## src/rtl/pfc_pkg.sv

```systemverilog
// Shared types, constants and the CRC-16/Modbus byte fold for the pendant frame checker.
package pfc_pkg;

  localparam int unsigned FRAME_LEN = 6;
  localparam int unsigned CRC_LEN   = 4;
  localparam int unsigned CNT_W     = 3;
  localparam int unsigned OUT_W     = 88;

  localparam logic [15:0] CRC_POLY = 16'hA001;
  localparam logic [15:0] CRC_INIT = 16'hFFFF;

  localparam logic [15:0] SCALE_LOW_RST  = 16'd1;
  localparam logic [15:0] SCALE_MID_RST  = 16'd10;
  localparam logic [15:0] SCALE_HIGH_RST = 16'd100;
  localparam logic [7:0]  ERR_LIMIT_RST  = 8'd10;

  localparam logic [1:0] CFG_SCALE_LOW   = 2'd0;
  localparam logic [1:0] CFG_SCALE_MID   = 2'd1;
  localparam logic [1:0] CFG_SCALE_HIGH  = 2'd2;
  localparam logic [1:0] CFG_ERROR_LIMIT = 2'd3;

  localparam logic ACT_BYTE = 1'b0;
  localparam logic ACT_END  = 1'b1;

  typedef struct packed {
    logic       action;
    logic [7:0] rx_byte;
  } item_t;

  typedef struct packed {
    logic valid;
    logic take;
  } hs_t;

  typedef struct packed {
    logic [15:0]        raw_buttons;
    logic [31:0]        lost_count;
    logic [15:0]        scale_sel;
    logic               a_enable;
    logic               z_enable;
    logic               y_enable;
    logic               x_enable;
    logic signed [15:0] position;
    logic               ready_res;
    logic               frame_good;
  } result_t;

  function automatic logic [15:0] crc_fold(input logic [15:0] crc_in, input logic [7:0] b);
    logic [15:0] c;
    c = crc_in ^ {8'h00, b};
    for (int i = 0; i < 8; i++) begin
      if (c[0]) begin
        c = (c >> 1) ^ CRC_POLY;
      end else begin
        c = c >> 1;
      end
    end
    return c;
  endfunction

endpackage

```

## src/rtl/pfc_in_stage.sv

```systemverilog
// Input register stage: captures one stream transaction and holds it until the core takes it.
module pfc_in_stage (
  input  logic           clk,
  input  logic           rst_n,
  input  logic           in_tvalid,
  output logic           in_tready,
  input  logic [7:0]     in_tdata,
  input  logic           in_tuser,
  input  logic           take,
  output pfc_pkg::item_t item,
  output logic           item_valid
);

  logic           valid_r;
  logic           valid_nxt;
  pfc_pkg::item_t item_r;

  assign in_tready  = !valid_r || take;
  assign item_valid = valid_r;
  assign item       = item_r;

  always_comb begin
    valid_nxt = valid_r;
    if (in_tvalid && in_tready) begin
      valid_nxt = 1'b1;
    end else if (take) begin
      valid_nxt = 1'b0;
    end
  end

  always_ff @(posedge clk) begin
    if (!rst_n) begin
      valid_r <= 1'b0;
    end else begin
      valid_r <= valid_nxt;
    end
  end

  always_ff @(posedge clk) begin
    if (in_tvalid && in_tready) begin
      item_r.action  <= in_tuser;
      item_r.rx_byte <= in_tdata;
    end
  end

endmodule

```

## src/rtl/pfc_frame_core.sv

```systemverilog
// Frame state, CRC accumulation, frame judgment, config registers and the result register.
module pfc_frame_core (
  input  logic             clk,
  input  logic             rst_n,
  input  pfc_pkg::item_t   item,
  input  pfc_pkg::hs_t     hs_in,
  output logic             take,
  input  logic             cfg_we,
  input  logic [1:0]       cfg_index,
  input  logic [15:0]      cfg_data,
  output logic             out_valid,
  input  logic             out_ready,
  output pfc_pkg::result_t result
);

  logic [15:0] scale_low_r, scale_mid_r, scale_high_r;
  logic [7:0]  error_limit_r;

  logic [pfc_pkg::CNT_W-1:0] byte_count_r;
  logic [15:0]               crc_r;
  logic [7:0]                buf_r [pfc_pkg::FRAME_LEN];
  logic [7:0]                bad_run_r, bad_run_nxt;
  logic [31:0]               lost_r, lost_nxt;
  logic [15:0]               pos_r;
  logic [3:0]                en_r;
  logic [15:0]               scale_r, scale_nxt;

  logic              out_valid_r;
  pfc_pkg::result_t  result_r;

  logic        is_end;
  logic        emit;
  logic        good;
  logic [15:0] rx_crc;
  logic [15:0] buttons;
  logic [15:0] position_w;

  assign is_end = (item.action == pfc_pkg::ACT_END);
  assign take   = hs_in.valid && (!is_end || !out_valid_r || out_ready);
  assign emit   = take && is_end;

  assign rx_crc     = {buf_r[5], buf_r[4]};
  assign buttons    = {buf_r[3], buf_r[2]};
  assign position_w = {buf_r[1], buf_r[0]};
  assign good = (byte_count_r == pfc_pkg::CNT_W'(pfc_pkg::FRAME_LEN)) && (rx_crc == crc_r);

  always_comb begin
    if (good) begin
      bad_run_nxt = 8'd0;
      lost_nxt    = lost_r;
    end else begin
      bad_run_nxt = (bad_run_r == 8'hFF) ? bad_run_r : bad_run_r + 8'd1;
      lost_nxt    = lost_r + 32'd1;
    end
  end

  always_comb begin
    if (!buttons[6]) begin
      scale_nxt = scale_high_r;
    end else if (!buttons[5]) begin
      scale_nxt = scale_mid_r;
    end else if (!buttons[4]) begin
      scale_nxt = scale_low_r;
    end else begin
      scale_nxt = 16'd0;
    end
  end

  always_ff @(posedge clk) begin
    if (!rst_n) begin
      scale_low_r   <= pfc_pkg::SCALE_LOW_RST;
      scale_mid_r   <= pfc_pkg::SCALE_MID_RST;
      scale_high_r  <= pfc_pkg::SCALE_HIGH_RST;
      error_limit_r <= pfc_pkg::ERR_LIMIT_RST;
    end else if (cfg_we) begin
      unique case (cfg_index)
        pfc_pkg::CFG_SCALE_LOW:   scale_low_r   <= cfg_data;
        pfc_pkg::CFG_SCALE_MID:   scale_mid_r   <= cfg_data;
        pfc_pkg::CFG_SCALE_HIGH:  scale_high_r  <= cfg_data;
        pfc_pkg::CFG_ERROR_LIMIT: error_limit_r <= cfg_data[7:0];
        default: ;
      endcase
    end
  end

  always_ff @(posedge clk) begin
    if (!rst_n) begin
      byte_count_r <= '0;
      crc_r        <= pfc_pkg::CRC_INIT;
      for (int i = 0; i < pfc_pkg::FRAME_LEN; i++) begin
        buf_r[i] <= 8'd0;
      end
      bad_run_r   <= 8'd0;
      lost_r      <= 32'd0;
      pos_r       <= 16'd0;
      en_r        <= 4'd0;
      scale_r     <= 16'd0;
      out_valid_r <= 1'b0;
    end else begin
      out_valid_r <= emit || (out_valid_r && !out_ready);
      if (take && !is_end) begin
        if (byte_count_r < pfc_pkg::CNT_W'(pfc_pkg::FRAME_LEN)) begin
          buf_r[byte_count_r] <= item.rx_byte;
          if (byte_count_r < pfc_pkg::CNT_W'(pfc_pkg::CRC_LEN)) begin
            crc_r <= pfc_pkg::crc_fold(crc_r, item.rx_byte);
          end
          byte_count_r <= byte_count_r + 1'b1;
        end
      end else if (emit) begin
        byte_count_r <= '0;
        crc_r        <= pfc_pkg::CRC_INIT;
        bad_run_r    <= bad_run_nxt;
        lost_r       <= lost_nxt;
        if (good) begin
          pos_r   <= position_w;
          en_r    <= ~buttons[3:0];
          scale_r <= scale_nxt;
        end
      end
    end
  end

  always_ff @(posedge clk) begin
    if (emit) begin
      result_r.frame_good  <= good;
      result_r.ready_res   <= !(bad_run_nxt > error_limit_r);
      result_r.position    <= good ? position_w : pos_r;
      result_r.x_enable    <= good ? ~buttons[0] : en_r[0];
      result_r.y_enable    <= good ? ~buttons[1] : en_r[1];
      result_r.z_enable    <= good ? ~buttons[2] : en_r[2];
      result_r.a_enable    <= good ? ~buttons[3] : en_r[3];
      result_r.scale_sel   <= good ? scale_nxt : scale_r;
      result_r.lost_count  <= lost_nxt;
      result_r.raw_buttons <= buttons;
    end
  end

  assign out_valid = out_valid_r;
  assign result    = result_r;

endmodule

```

## src/rtl/pendant_frame_checker_core.sv

```systemverilog
// Top level of the pendant frame checker: stream ports, config port and result packing.
//
//  channel | dir | handshake            | payload
//  in_     | in  | in_tvalid/in_tready  | tdata rx_byte, tuser action
//  out_    | out | out_tvalid/out_tready| tdata result fields, see port comment
//  cfg_    | in  | cfg_valid/cfg_ready  | cfg_index, cfg_data
//
// One transaction per cycle is accepted unless an end-of-window item waits on a stalled
// result; items pass the input register, then judgment into the result register.
// Byte transactions produce no result; an end-of-window transaction produces one.
// Reset is synchronous, active low; it restores the config registers and frame state.
// A stalled result holds the result register; byte transactions keep flowing and an
// end-of-window transaction waits in the input register until the result is taken.
// cfg_ready is always high.
module pendant_frame_checker_core (
  input  logic        clk,
  input  logic        rst_n,
  input  logic        in_tvalid,
  output logic        in_tready,
  input  logic [7:0]  in_tdata,   // [7:0] rx_byte
  input  logic        in_tuser,   // [0] action
  output logic        out_tvalid,
  input  logic        out_tready,
  // [0] frame_good, [1] ready_res, [17:2] position, [18] x_enable, [19] y_enable,
  // [20] z_enable, [21] a_enable, [37:22] scale_sel, [69:38] lost_count,
  // [85:70] raw_buttons, [87:86] zero
  output logic [87:0] out_tdata,
  input  logic        cfg_valid,
  output logic        cfg_ready,
  input  logic [1:0]  cfg_index,
  input  logic [15:0] cfg_data
);

  pfc_pkg::item_t   item;
  pfc_pkg::hs_t     hs;
  pfc_pkg::result_t result;
  logic             item_valid;
  logic             take;

  assign cfg_ready = 1'b1;
  assign hs.valid  = item_valid;
  assign hs.take   = take;

  pfc_in_stage u_in (
    .clk        (clk),
    .rst_n      (rst_n),
    .in_tvalid  (in_tvalid),
    .in_tready  (in_tready),
    .in_tdata   (in_tdata),
    .in_tuser   (in_tuser),
    .take       (hs.take),
    .item       (item),
    .item_valid (item_valid)
  );

  pfc_frame_core u_core (
    .clk       (clk),
    .rst_n     (rst_n),
    .item      (item),
    .hs_in     (hs),
    .take      (take),
    .cfg_we    (cfg_valid && cfg_ready),
    .cfg_index (cfg_index),
    .cfg_data  (cfg_data),
    .out_valid (out_tvalid),
    .out_ready (out_tready),
    .result    (result)
  );

  assign out_tdata = {2'b00, result};

endmodule

```

## config.mk

```make
export PLATFORM = sky130hd
export DESIGN_NAME = pendant_frame_checker_core
export DESIGN_NICKNAME = d
export VERILOG_FILES = /design/src/rtl/pfc_pkg.sv /design/src/rtl/pfc_in_stage.sv /design/src/rtl/pfc_frame_core.sv /design/src/rtl/pendant_frame_checker_core.sv
export SDC_FILE = /design/constraint.sdc
export NUM_CORES = 1
export LEC_CHECK = 0
export BUFFER_PORTS_ARGS = -buffer_cell sky130_fd_sc_hd__buf_2
export CAP_MARGIN = 5
export CORE_ASPECT_RATIO = 1.25
export CORE_MARGIN = 10
export CORE_UTILIZATION = 40
export CTS_CLUSTER_SIZE = 16
export DETAILED_ROUTE_END_ITERATION = 16
export HOLD_SLACK_MARGIN = 0.05
export PLACE_DENSITY = 0.64
export SYNTH_ARGS = -nofsm -noshare
export SYNTH_HDL_FRONTEND = slang
export SYNTH_SLANG_ARGS = --single-unit
```

## constraint.sdc

```tcl
create_clock -name clk -period 6.9 [get_ports clk]
set_clock_uncertainty 0.15 [all_clocks]
set_input_delay 0 -clock clk [delete_from_list [all_inputs] [get_ports clk]]
set_output_delay 0 -clock clk [all_outputs]
set_load 0.02 [all_outputs]
```

==> results of run 1 <==
[final timing paths]
kind | depth (start not counted) | slack (ps) | from | endpoint
min | 4 | 100 | cfg_data[11] | u_core.scale_mid_r[11]
min reg2reg | 0 | 270 | u_core.buf_r[2][7] | u_core.result[77]
max | 12 | 3510 | u_core.buf_r[5][6] | u_core.result[1]
max reg2reg | 12 | 3510 | u_core.buf_r[5][6] | u_core.result[1]
[synth_stat cells, drive strengths merged, types with 23 or more instances]
| cell | count |
|---|---|
| xnor2 | 47 |
| inv | 23 |
| dfxtp | 153 |
| clkbuf | 70 |
| nand2 | 296 |
| nor2 | 65 |
| nand2b | 43 |
| xor2 | 24 |
| nand3 | 54 |
| a21oi | 125 |
| o31ai | 23 |
| o21ai | 40 |
| or4 | 26 |
| edfxtp | 143 |
[where the power goes]
group	switching (mW)	internal (mW)
combinational	0.124	0.0829
clock	0.666	1.04
sequential	0.0301	1.88
[cell type report]
| cell class | instances | share of cell area |
|---|---|---|
| clock buffer | 49 | 0.0645 |
| clock inverter | 7 | 0.00569 |
| inverter | 23 | 0.00594 |
| multi-input combinational | 910 | 0.328 |
| sequential | 296 | 0.485 |
| tap | 412 | 0.0340 |
| timing repair buffer | 179 | 0.0768 |
[state kept, by name, summed over array words and instances (netlist names)]
register / count
u_core.scale_mid_r: 16
u_core.buf_r: 48
u_core.byte_count_r: 3
u_core.scale_low_r: 16
u_core.out_valid: 1
u_core.error_limit_r: 8
u_core.lost_r: 32
u_core.result: 86
u_core.scale_high_r: 16
u_core.pos_r: 16
u_in.item_valid: 1
u_core.en_r: 4
u_in.item: 9
u_core.crc_r: 16
u_core.bad_run_r: 8
u_core.scale_r: 16
[cell families after synthesis]
group                    count (synthesis)
other                                    2
buffers and inverters                  110
AND/OR/NAND/NOR                        594
adder cells (fa/ha/maj)                 11
AO/OA/AOI/OAI                          223
XOR/XNOR                                73
flip-flops                             296
multiplexers                             6
[layer usage]
metal | GRT usage | share of wire
met1 | 0.179 | 0.44
met2 | 0.259 | 0.49
met3 | 0.0266 | 0.051
met4 | 0.0469 | 0.018
met5 | 0 | 0
[what timing repair did]
action,in CTS,in global routing
endpoints found under the hold margin,103,0
hold buffers,47,0
gates resized for setup,0,0
setup endpoints to repair,0,0
[metrics by stage]
stage | setup WS (ps) | instances
2_1_floorplan | 2660 | 1316
3_3_place_gp | 3550 | 1773
3_5_place_dp | 3500 | 1773
4_1_cts | 3490 | 1876
5_1_grt | 3150 | 1876
6_report | 3510 | 1876
[worst reg2reg max path: cells and delay by family, from the launching register on]
kind	cells	cell delay, ps
AO/OA/AOI/OAI	4	560
XOR/XNOR	1	160
adder cells (fa/ha/maj)	1	330
flip-flops	1	380
AND/OR/NAND/NOR	6	1700
==> summary.txt, run 1 <==
Pwr
  • Leak: 5.64 nW
  • Power per cell area: 252 nW/um^2
  • Worst vdd ir: 209 uV
  • Tot Pwr: 3.82 mW

Global routing
  • Largest net degree at the start of global routing: 86
  • Initial antenna violation count: 0
  • Vias in the first global route: approximately 9000
  • Global-route wire length before repair: 48.6 mm
  • GRT Total Usage: 0.147
  • GRT Residual Overflow: 0

CTS
  • CTS Sinks: 296
  • H-tree levels: 1
  • Worst-path clk slew: 60 ps
  • Worst-skew pair later-pin latency: about 560 ps
  • CTS tree: yes
  • Setup Buffers After CTS: 0
  • Clock tree buffer depth: 3
  • Num CTS Buffers: 30
  • Root buffer selected by CTS: clkbuf_16

Critical path
  • Slowest cell on the critical path: or4b_1
  • Critical Path Most Common Cell: o21a_1
  • Family with the most delay on the worst path: simple AND/OR/NAND/NOR gates
  • Crit-path cells: xnor2_1 > nand4_1 > or4b_1 > nor2_4 > a21oi_1 > ha_1 > nor2b_1 > o21a_1 > o21a_1 > o21ai_0 > nand3b_1 > nand2_1
  • Arrival @ worst endpoint: approximately 3700 ps
  • CP Buf/Inv Count: 0
  • Critical path class: flop to flop
  • CP endpoint kind: flop
  • Crit path required time: between 7000 and 8000 ps
  • Worst-path maximum fanout: 35
  • Crit-path max cell delay: 630 ps
  • Setup crit start kind: flop

Yosys
  • Sequential area share after synthesis: 0.577
  • Cell count after synthesis: between 1000 and 1500
  • #FFs+latches synth: 296
  • Syn Std Cell Area: ~13000 um^2
  • Synth Area in XOR/XNOR: 0.0523
  • Share of the synthesized area in the top cell type: 0.337
  • Synth area leader: edfxtp_1
  • Post-synthesis simple-gate area fraction: 0.222
  • Post-synthesis adder-cell area fraction: 0.0108
  • Post-synthesis compound-gate area fraction: 0.0980
  • Mean post-synth cell area: 9.69 um^2
  • Post-synth EDFFs: 143
  • Unique masters post-synth: 52
  • Synth warn: 0
  • Post-synthesis mux area share: 0.00471
  • Main combinational cell family by area after synthesis: simple AND/OR/NAND/NOR gates
  • Dominant cells by area after synthesis: edfxtp_1 34%, dfxtp_1 24%, nand2_1 8.7%
  • Top_reg_cell synth: dfxtp_1
  • Async set-reset flop share out of synthesis: 0

Timing
  • WHS: 101 ps
  • Minimum clock period: 3390 ps
  • Period Utilization, post-route: 0.492
  • RSZ-0062 raised after global routing: no
  • Final hold viol count: 0
  • Worst-Margin Slew: 1210 ps
  • Max Freq: 295 MHz
  • Max_slew headroom: 0.196
  • Slew Viols, Final: 0
  • Setup TNS: 0 ps
  • Endpoints failing setup: 0

Cells and area
  • Core Util, Final: 0.480
  • Register Area: 7360 um^2
  • Multi-input logic area: 4970 um^2
  • # nets final: 1483
  • Share of cells above drive strength 1: 0.137
  • Layout fillers: 2953
  • Fin area: 15200 um^2
  • # diodes: 0
  • Area added between synthesis and finish: 19.0%
  • Most common cell after layout, fill and taps aside: nand2_1
  • Most frequent cells in the layout: 295 x nand2_1, 153 x dfxtp_1, 143 x edfxtp_1

Floorplanning
  • Die area: 39400 um^2
  • Chip height: 220 um
  • Site row count: 73
  • Initial Utilization: 0.403
  • Core Area: 31600 um^2
  • Die width: 180 um
  • Top-Level Pins: 123

Route
  • DRT antenna net count: 0
  • Number of DRC markers in iteration 0: approximately 880
  • WL final: 30.1 mm
  • Drt pass-1 iters: 5
  • Vias: slightly below 10000
  • DRC errors left: 0
  • Routed WL per cell: 16.0 um
  • DR vias/cell: 5.16

Place
  • DP Area: ~14000 um^2
  • IO Port Bufs: around 120
  • DP Wirelength: 19.8 mm
  • GPL Wtd Cong: 0.839

Run status
  • Status: complete, no violations

Worst hold path
  • Hold Crit Class: input pin to flop

Job
  • Max-cap violations: 0
Power figures use the tool's default switching activity.
==> inputs of run 2 (changes only) <==
==> constraint.sdc (replaced) <==
create_clock -name clk -period 3.25 [get_ports clk]
set_clock_uncertainty 0.15 [all_clocks]
set_input_delay 0 -clock clk [delete_from_list [all_inputs] [get_ports clk]]
set_output_delay 0 -clock clk [all_outputs]
set_load 0.02 [all_outputs]
==> summary.txt, run 2 (synthesis results as in run 1) <==
Global routing
  • Initial antenna violation count: 0
  • GRT Total Usage: 0.150
  • GRT Residual Overflow: 0
  • Vias in the first global route: 9191
  • Global-route wire length before repair: 49.2 mm
  • Largest net degree at the start of global routing: 59

Timing
  • Endpoints failing setup: 0
  • Setup TNS: 0 ps
  • Period Utilization, post-route: 0.892
  • RSZ-0062 raised after global routing: no
  • Worst-Margin Slew: 1130 ps
  • Final worst slack: 352 ps
  • Slew Viols, Final: 0
  • Minimum clock period: around 2900 ps
  • Max Freq: 345 MHz
  • Max_slew headroom: 0.245
  • Final hold viol count: 0

CTS
  • CTS Sinks: 296
  • CTS tree: yes
  • Num CTS Buffers: 30
  • Root buffer selected by CTS: clkbuf_16
  • Clock tree buffer depth: 3
  • H-tree levels: 1
  • Worst-skew pair later-pin latency: 570 ps
  • Worst-path clk slew: approximately 60 ps

Cells and area
  • Core Util, Final: 0.480
  • Most common cell after layout, fill and taps aside: nand2_1
  • Area added between synthesis and finish: 19.1%
  • # nets final: 1495
  • Max reg flops: between 80 and 90
  • Layout fillers: approximately 3000
  • Most frequent cells in the layout: 295 x nand2_1, 153 x dfxtp_1, 143 x edfxtp_1
  • # diodes: 0
  • Share of cells above drive strength 1: 0.143

Critical path
  • Arrival @ worst endpoint: approximately 3200 ps
  • Setup crit start kind: flop
  • Cells on worst reg2reg path: 12
  • Worst-path maximum fanout: 5
  • Crit path required time: 3540 ps
  • Crit-path cells: xnor2_1 > nand4_1 > or4b_1 > nor2_4 > a21oi_1 > ha_1 > nor2b_1 > o21a_1 > o21a_1 > o21ai_0 > nand3b_1 > nand2_1
  • Critical Path Most Common Cell: o21a_1
  • CP endpoint kind: flop
  • Crit-path max cell delay: 640 ps
  • Slowest cell on the critical path: or4b_1
  • Critical path class: flop to flop

Pwr
  • Leak: about 5.7 nW
  • Part of the power in combinational logic: 0.056
  • Power per cell area: 524 nW/um^2
  • Clock power frac: 0.435
  • Switching part of the total: 0.223
  • Worst vdd ir: 317 uV
  • Sequential Power Share: 0.509
  • Internal Pwr Total: 6.18 mW
  • Net Switching: 1.77 mW

Route
  • Number of DRC markers in iteration 0: 745
  • WL final: approximately 31 mm
  • DRC errors left: 0
  • Drt pass-1 iters: 5
  • Vias: 9674
  • DRT antenna net count: 0
  • Routed WL per cell: 16.4 um
  • DR vias/cell: 5.12

Place
  • Pre-CTS WS: 254 ps
  • DP Wirelength: 20.6 mm
  • GPL Wtd Cong: 0.840
  • IO Port Bufs: between 100 and 150

Worst hold path
  • WHS Path Cells: 4
  • Hold Crit Class: input pin to flop

Floorplanning
  • Initial Utilization: 0.403
  • Core Area: 31600 um^2
  • Die area: 39400 um^2
  • Site row count: 73
  • Top-Level Pins: 123
  • Chip height: 220 um
  • Die width: 180 um

Job
  • Max-cap violations: 0

Run status
  • Status: complete, no violations
==> run 2: cell count changes in the layout (fill, tap and decap cells not counted) <==
cell        previous run  this run
bufinv_16              2         3
buf_4                 13        25
clkinv_4               0         1
clkinv_2               5         6
clkbuf_8               5         1
clkinvlp_4             0         3
inv_6                  0         1
clkinv_1               0         2
clkbuf_16             35        31
inv_4                  2         1
==> run 2: final timing paths <==
path / start / to / slack [ps]
setup / recovery: u_core.buf_r[4][2] / u_core.result[1] / 350
setup reg to reg: u_core.buf_r[4][2] / u_core.result[1] / 350
hold reg to reg: u_core.buf_r[3][3] / u_core.result[81] / 260
hold / removal: cfg_data[9] / u_core.scale_low_r[9] / 90
==> run 2: power by group through the flow <==
stage,logic (mW),registers (mW),clock network (mW)
2_1_floorplan,0.259,4.13,0
3_3_place_gp,0.404,4.13,0
3_5_place_dp,0.408,4.13,0
4_1_cts,0.450,4.05,3.55
5_1_grt,0.490,4.06,3.70
6_report,0.447,4.05,3.46
==> run 2: final cells by class <==
type / count / area [um^2] / area share
Multi-Input combinational cell: 910 / 4970 / 0.328
Sequential cell: 296 / 7360 / 0.485
Clock buffer: 41 / 823 / 0.0543
Clock inverter: 15 / 163 / 0.0107
Timing Repair Buffer: 191 / 1250 / 0.0826
Tap cell: 412 / 515 / 0.0340
Inverter: 23 / 90.1 / 0.00594
==> run 2: metal layers <==
metal  global-route usage  up-vias  routed length, um
met5                    0        -                  0
met4               0.0464        0                640
met3               0.0279       45               1720
met2                0.265      210              15500
met1                0.181     4606              13100
li1                     -     4813                  -
==> run 2: stage by stage <==
stage	power [mW]	area, um^2	std cells	hold WS [ps]
after floorplan	4.39	12700	1316	-51.1
after global placement	4.53	13700	1783	28.0
after detailed placement	4.54	13700	1783	28.2
after CTS	8.05	15200	1886	77.8
after global routing	8.25	15200	1888	90.2
final	7.95	15200	1888	93.0
==> run 2: repair_timing <==
item,4_1_cts,5_1_grt
hold buffers,47,0
buffers inserted,0,2
gates resized for setup,0,0
endpoints found under the setup margin,0,1
hold endpoints to repair,123,0
==> run 2: critical path, delay by kind of cell (launching register included) <==
| family | cells | cell delay, ps |
|---|---|---|
| fa+ha+maj | 1 | 290 |
| flops | 1 | 380 |
| compound gates | 4 | 530 |
| xor+xnor | 1 | 170 |
| simple gates | 6 | 1260 |
